--- src/rtl/core/rgbg_pkg.sv ---
// Shared types and constants for the RGB 3x3 Gaussian blur core.
// Depends on nothing; imported by every module of the core.
package rgbg_pkg;

  localparam int WIDTH    = 256;
  localparam int DIVISOR  = 16;
  localparam int ROW_LEN  = WIDTH + 2;
  localparam int COL_W    = $clog2(ROW_LEN);
  localparam int NUM_CH   = 3;
  localparam int CH_RED   = 0;
  localparam int CH_GREEN = 1;
  localparam int CH_BLUE  = 2;

  // Sum of the 3x3 weights is 16, so a channel sum needs 12 bits.
  localparam int SUM_W    = 12;
  // Divide by DIVISOR as multiply by a rounded-up reciprocal and shift.
  localparam int RECIP_SH = 24;
  localparam int RECIP_W  = 25;
  localparam logic [RECIP_W-1:0] RECIP =
    RECIP_W'(((64'd1 << RECIP_SH) + 64'(DIVISOR) - 64'd1) / 64'(DIVISOR));
  localparam int PROD_W   = SUM_W + RECIP_W;

  localparam int FIFO_DEPTH = 8;
  localparam int FIFO_AW    = $clog2(FIFO_DEPTH);

  typedef logic [NUM_CH-1:0][7:0] pix_t;

  // One line-store entry: the same column of the two previous rows.
  typedef struct packed {
    pix_t older;
    pix_t prev;
  } col_t;

  typedef struct packed {
    logic [7:0] in_blue;
    logic [7:0] in_green;
    logic [7:0] in_red;
  } in_pix_t;

  typedef struct packed {
    logic [7:0] out_red;
    logic [7:0] out_green;
    logic [7:0] out_blue;
    logic       last_in_row;
  } out_pix_t;

endpackage

--- src/rtl/core/rgbg_out_fifo.sv ---
// Result queue between the blur pipeline and the output channel.
// Depends on rgbg_pkg.
module rgbg_out_fifo (
  input  logic               clk,
  input  logic               rst_n,
  input  logic               push,
  input  rgbg_pkg::out_pix_t push_data,
  input  logic               pop,
  output logic               not_empty,
  output rgbg_pkg::out_pix_t head
);
  import rgbg_pkg::*;

  out_pix_t             entry_r [FIFO_DEPTH];
  logic [FIFO_AW-1:0]   wr_ptr_r;
  logic [FIFO_AW-1:0]   rd_ptr_r;
  logic [FIFO_AW:0]     count_r;

  assign not_empty = (count_r != '0);
  assign head      = entry_r[rd_ptr_r];

  always_ff @(posedge clk) begin
    if (push) begin
      entry_r[wr_ptr_r] <= push_data;
    end
  end

  always_ff @(posedge clk) begin
    if (!rst_n) begin
      wr_ptr_r <= '0;
      rd_ptr_r <= '0;
      count_r  <= '0;
    end else begin
      if (push) begin
        wr_ptr_r <= wr_ptr_r + 1'b1;
      end
      if (pop) begin
        rd_ptr_r <= rd_ptr_r + 1'b1;
      end
      case ({push, pop})
        2'b10:   count_r <= count_r + 1'b1;
        2'b01:   count_r <= count_r - 1'b1;
        default: count_r <= count_r;
      endcase
    end
  end

endmodule

--- config.mk ---
export PLATFORM = sky130hd
export DESIGN_NAME = rgbg_out_fifo
export DESIGN_NICKNAME = d
export VERILOG_FILES = /design/src/rtl/core/rgbg_pkg.sv /design/src/rtl/core/rgbg_out_fifo.sv
export SDC_FILE = /design/constraint.sdc
export NUM_CORES = 1
export LEC_CHECK = 0
export ABC_AREA = 1
export CAP_MARGIN = 20
export CORE_UTILIZATION = 35
export CTS_BUF_LIST = sky130_fd_sc_hd__clkbuf_8
export DETAILED_ROUTE_END_ITERATION = 12
export DONT_BUFFER_PORTS = 1
export GPL_TIMING_DRIVEN = 0
export PLACE_DENSITY = 0.46
export SLEW_MARGIN = 20
export SYNTH_ARGS = -nofsm -noshare
export SYNTH_HDL_FRONTEND = slang
export SYNTH_SLANG_ARGS = --single-unit
--- constraint.sdc ---
create_clock -name clk -period 4.65 [get_ports clk]
set_input_delay 0.2325 -clock clk [delete_from_list [all_inputs] [get_ports clk]]
set_output_delay 0.2325 -clock clk [all_outputs]
set_load 0.05 [all_outputs]
==> results.py <==
metrics = {
    "floorplanning": {
        "dieArea_um2": 24800,
        "start_util_pct": 35.9,
        "dieWidth_um": 157,
        "row_count": 56,
        "coreArea_um2": 23500,
        "dieHeight_um": 157,
        "num_io_pins": 55,
    },
    "pwr": {
        "ir_worst_vdd_mv": 0.282,
        "p_leak_nw": 3.55,
        "power_density_nw_per_um2": 427,
        "total_power_mw": 4.31,
    },
    "timing": {
        "fin_crit_sh_pct": 55.0,
        "slew_headroom_pct": 52.3,
        "setup_viol": 0,
        "timing.fmax_mhz": 391,
        "skew_ns": 0.0123,
        "tightestPinTransition_ns": 0.716,
        "rsz0062_at_grt": "false",
        "final_hold_viol_count": 0,
        "fin_crit_ns": 2.56,
        "fin_setup_tns_ns": 0,
        "slew_viol_final": 0,
    },
    "placed_design": {
        "dp_hpwl_mm": 13.0,
        "port_buffers": 0,
        "placed_area_um2": 9110,
        "place.gp.congestion": 0.737,
    },
    "critical_path": {
        "r2r_cells": 3,
        "worstPathRequired_ns": 4.42,
        "reg2reg_from": "wr_ptr_r[0]",
        "max_stage_delay_ns": 0.58,
        "start_kind": "register",
        "rrSetupSlack_ns": 2.91,
        "cp_cell_sequence": "buf_2 > buf_1 > o22ai_1 > nand2_1 > nand2_1",
        "path_class": "register to primary output",
        "cp_slowest_cell": "buf_1",
        "rr_endpoint": "entry_r[2][13]",
        "critPathCaptureType": "primary output",
        "cp_data_arrival_time_ns": 2.33,
        "cp_common_cell": "nand2_1",
        "cp_max_fo": 10,
    },
    "grt": {
        "grt_max_degree": 22,
        "overflow": 0,
        "grt_pass1_vias": 5463,
        "grt_pass1_wl_mm": 31.0,
        "track_usage_pct": 17.1,
        "antenna_found_initial": 0,
    },
    "route": {
        "avgRoutedWirePerCell_um": 19.0,
        "drt_iter0_drc": 303,
        "wl_mm": 20.4,
        "dr.pass1.iters": 5,
        "vias_per_cell": 4.84,
        "vias": 5207,
        "remaining_drc_errors": 0,
        "ant_nets": 0,
    },
    "logic_synthesis": {
        "yosys_warnings": 0,
        "ys_seq_area_share_pct": 74.2,
        "synthesis.nets": 683,
        "synth_cell_types": 22,
        "netlist_instances": 649,
        "syn_area_um2": 8450,
        "avgSynthCellArea_um2": 13.0,
        "ys_seq_elements": 213,
    },
    "final_layout": {
        "stdcell_area_um2": 10100,
        "nets": 760,
        "area_growth_pct": 19.6,
        "diodes": 0,
        "fillers": 2218,
        "utilization_pct": 42.9,
        "drive_gt1_share_pct": 12.6,
    },
    "clocking": {
        "insertion_delay_ns": 0.52,
        "cts-buffers-inserted": 38,
        "cts_tree": "yes",
        "clock-sinks": 213,
        "clock_path_buffers": 3,
        "cts.clk_slew.worst_paths_ns": 0.06,
        "h-tree-depth": 2,
        "root_buffer": "clkbuf_8",
        "cts_resized": 0,
    },
    "flow_run": {
        "drv_cap": 0,
    },
    "status": {
        "status": "finished, final reports clean",
    },
    "min_path": {
        "min_to": "count_r[0]",
        "hold_class": "input pin to register",
        "min_from": "pop",
        "min_path_cells": 2,
    },
}
per-stage QoR:
stage,cells,setup slack [ns],hold WS [ns]
after floorplan,649,2.52,0.331
after global placement,968,1.42,0.332
after detailed placement,976,2.59,0.332
after CTS,1075,1.98,0.0695
after global routing,1075,1.92,0.114
final,1075,2.09,0.0922
state kept, by name, summed over array words and instances (netlist names), named ones only:
signal / cells
rd_ptr_r: 3
wr_ptr_r: 3
count_r: 4
entry_r: 200
cells in the final DEF (no fill, tap or decap), types with 2 or more instances in the layout:
master / count
nor2_1: 105
dlygate4sd3_1: 29
buf_12: 2
ha_1: 5
inv_1: 29
o22ai_1: 25
clkinv_1: 11
buf_16: 6
mux2i_1: 25
clkinv_2: 4
dfxtp_1: 13
a21oi_1: 10
buf_6: 11
nand2_1: 90
nor2_4: 8
clkbuf_8: 41
clkbuf_1: 2
edfxtp_1: 200
o21ai_0: 88
clkbuf_2: 5
nand3_1: 4
o21ai_1: 19
buf_2: 14
buf_1: 2
xnor2_1: 3
area by class of cell:
class / instances / area, µm² / area share [%]
Buffer: 35 / 241 / 2.39
Clock buffer: 41 / 564 / 5.58
Sequential cell: 213 / 6270 / 62.0
Clock inverter: 29 / 140 / 1.39
Multi-Input combinational cell: 384 / 1940 / 19.2
Inverter: 17 / 63.8 / 0.631
Tap cell: 319 / 399 / 3.95
Timing Repair Buffer: 37 / 495 / 4.90
Yosys cell counts:
master	instances	area share, %
a21oi_1	10	0.59
buf_1	2	0.089
buf_2	14	0.83
buf_4	1	0.089
buf_6	11	1.5
clkbuf_1	2	0.089
clkbuf_2	5	0.30
dfxtp_1	13	3.1
edfxtp_1	200	71
ha_1	5	0.74
inv_1	16	0.71
inv_2	1	0.044
mux2i_1	25	3.0
nand2_1	90	4.0
nand3_1	4	0.24
nand4_1	1	0.074
nor2_1	113	5.0
o21ai_0	88	5.2
o21ai_1	19	1.1
o22ai_1	25	1.9
or2_2	1	0.074
xnor2_1	3	0.31
metal layers:
| layer | up-vias | wire (µm) | track usage (%) |
|---|---|---|---|
| li1 | 2499 | - | - |
| met1 | 2558 | 8860 | 21.0 |
| met2 | 112 | 10200 | 29.8 |
| met3 | 38 | 903 | 3.50 |
| met4 | 0 | 412 | 5.78 |
| met5 | - | 0 | 0 |
critical path: cells and delay by family (launching register included):
family          cells  cell delay (ns)
simple gates        2             0.43
flops               1             0.35
buf+inv             2             0.81
compound gates      1             0.22
report_power, final:
group	internal [mW]	switching, mW	total [mW]
Clock	0.867	0.733	1.60
Combinational	0.143	0.405	0.549
Sequential	2.15	0.0148	2.16
repair_timing:
item | CTS | global route
setup buffers | 0 | 0
hold buffers | 29 | 0
hold endpoints to repair | 211 | 0
cell families after synthesis:
kind of cell               Yosys count  share of synthesized area, %
and+or+nand+nor                    209                          9.41
AOI/OAI and AO/OA                  142                          8.78
adders and majority gates            5                         0.741
buffers and inverters               52                          3.61
xor gates and xnor gates             3                         0.311
DFF                                213                          74.2
muxes                               25                          2.96
worst max-delay path by stage:
| stage | startpoint | end | slack (ns) | depth (start not counted) |
|---|---|---|---|---|
| 6_report | register | head[5] | 2.09 | 5 |
| 5_1_grt | register | head[5] | 1.92 | 5 |
| 4_1_cts | register | head[5] | 1.98 | 5 |
| 3_5_place_dp | register | head[5] | 2.59 | 5 |
| 3_3_place_gp | wr_ptr_r[0] | entry_r[0][9] | 1.42 | 2 |
| 2_1_floorplan | wr_ptr_r[0] | entry_r[0][0] | 2.52 | 2 |
Note: power is estimated with default switching activity, not from simulation.
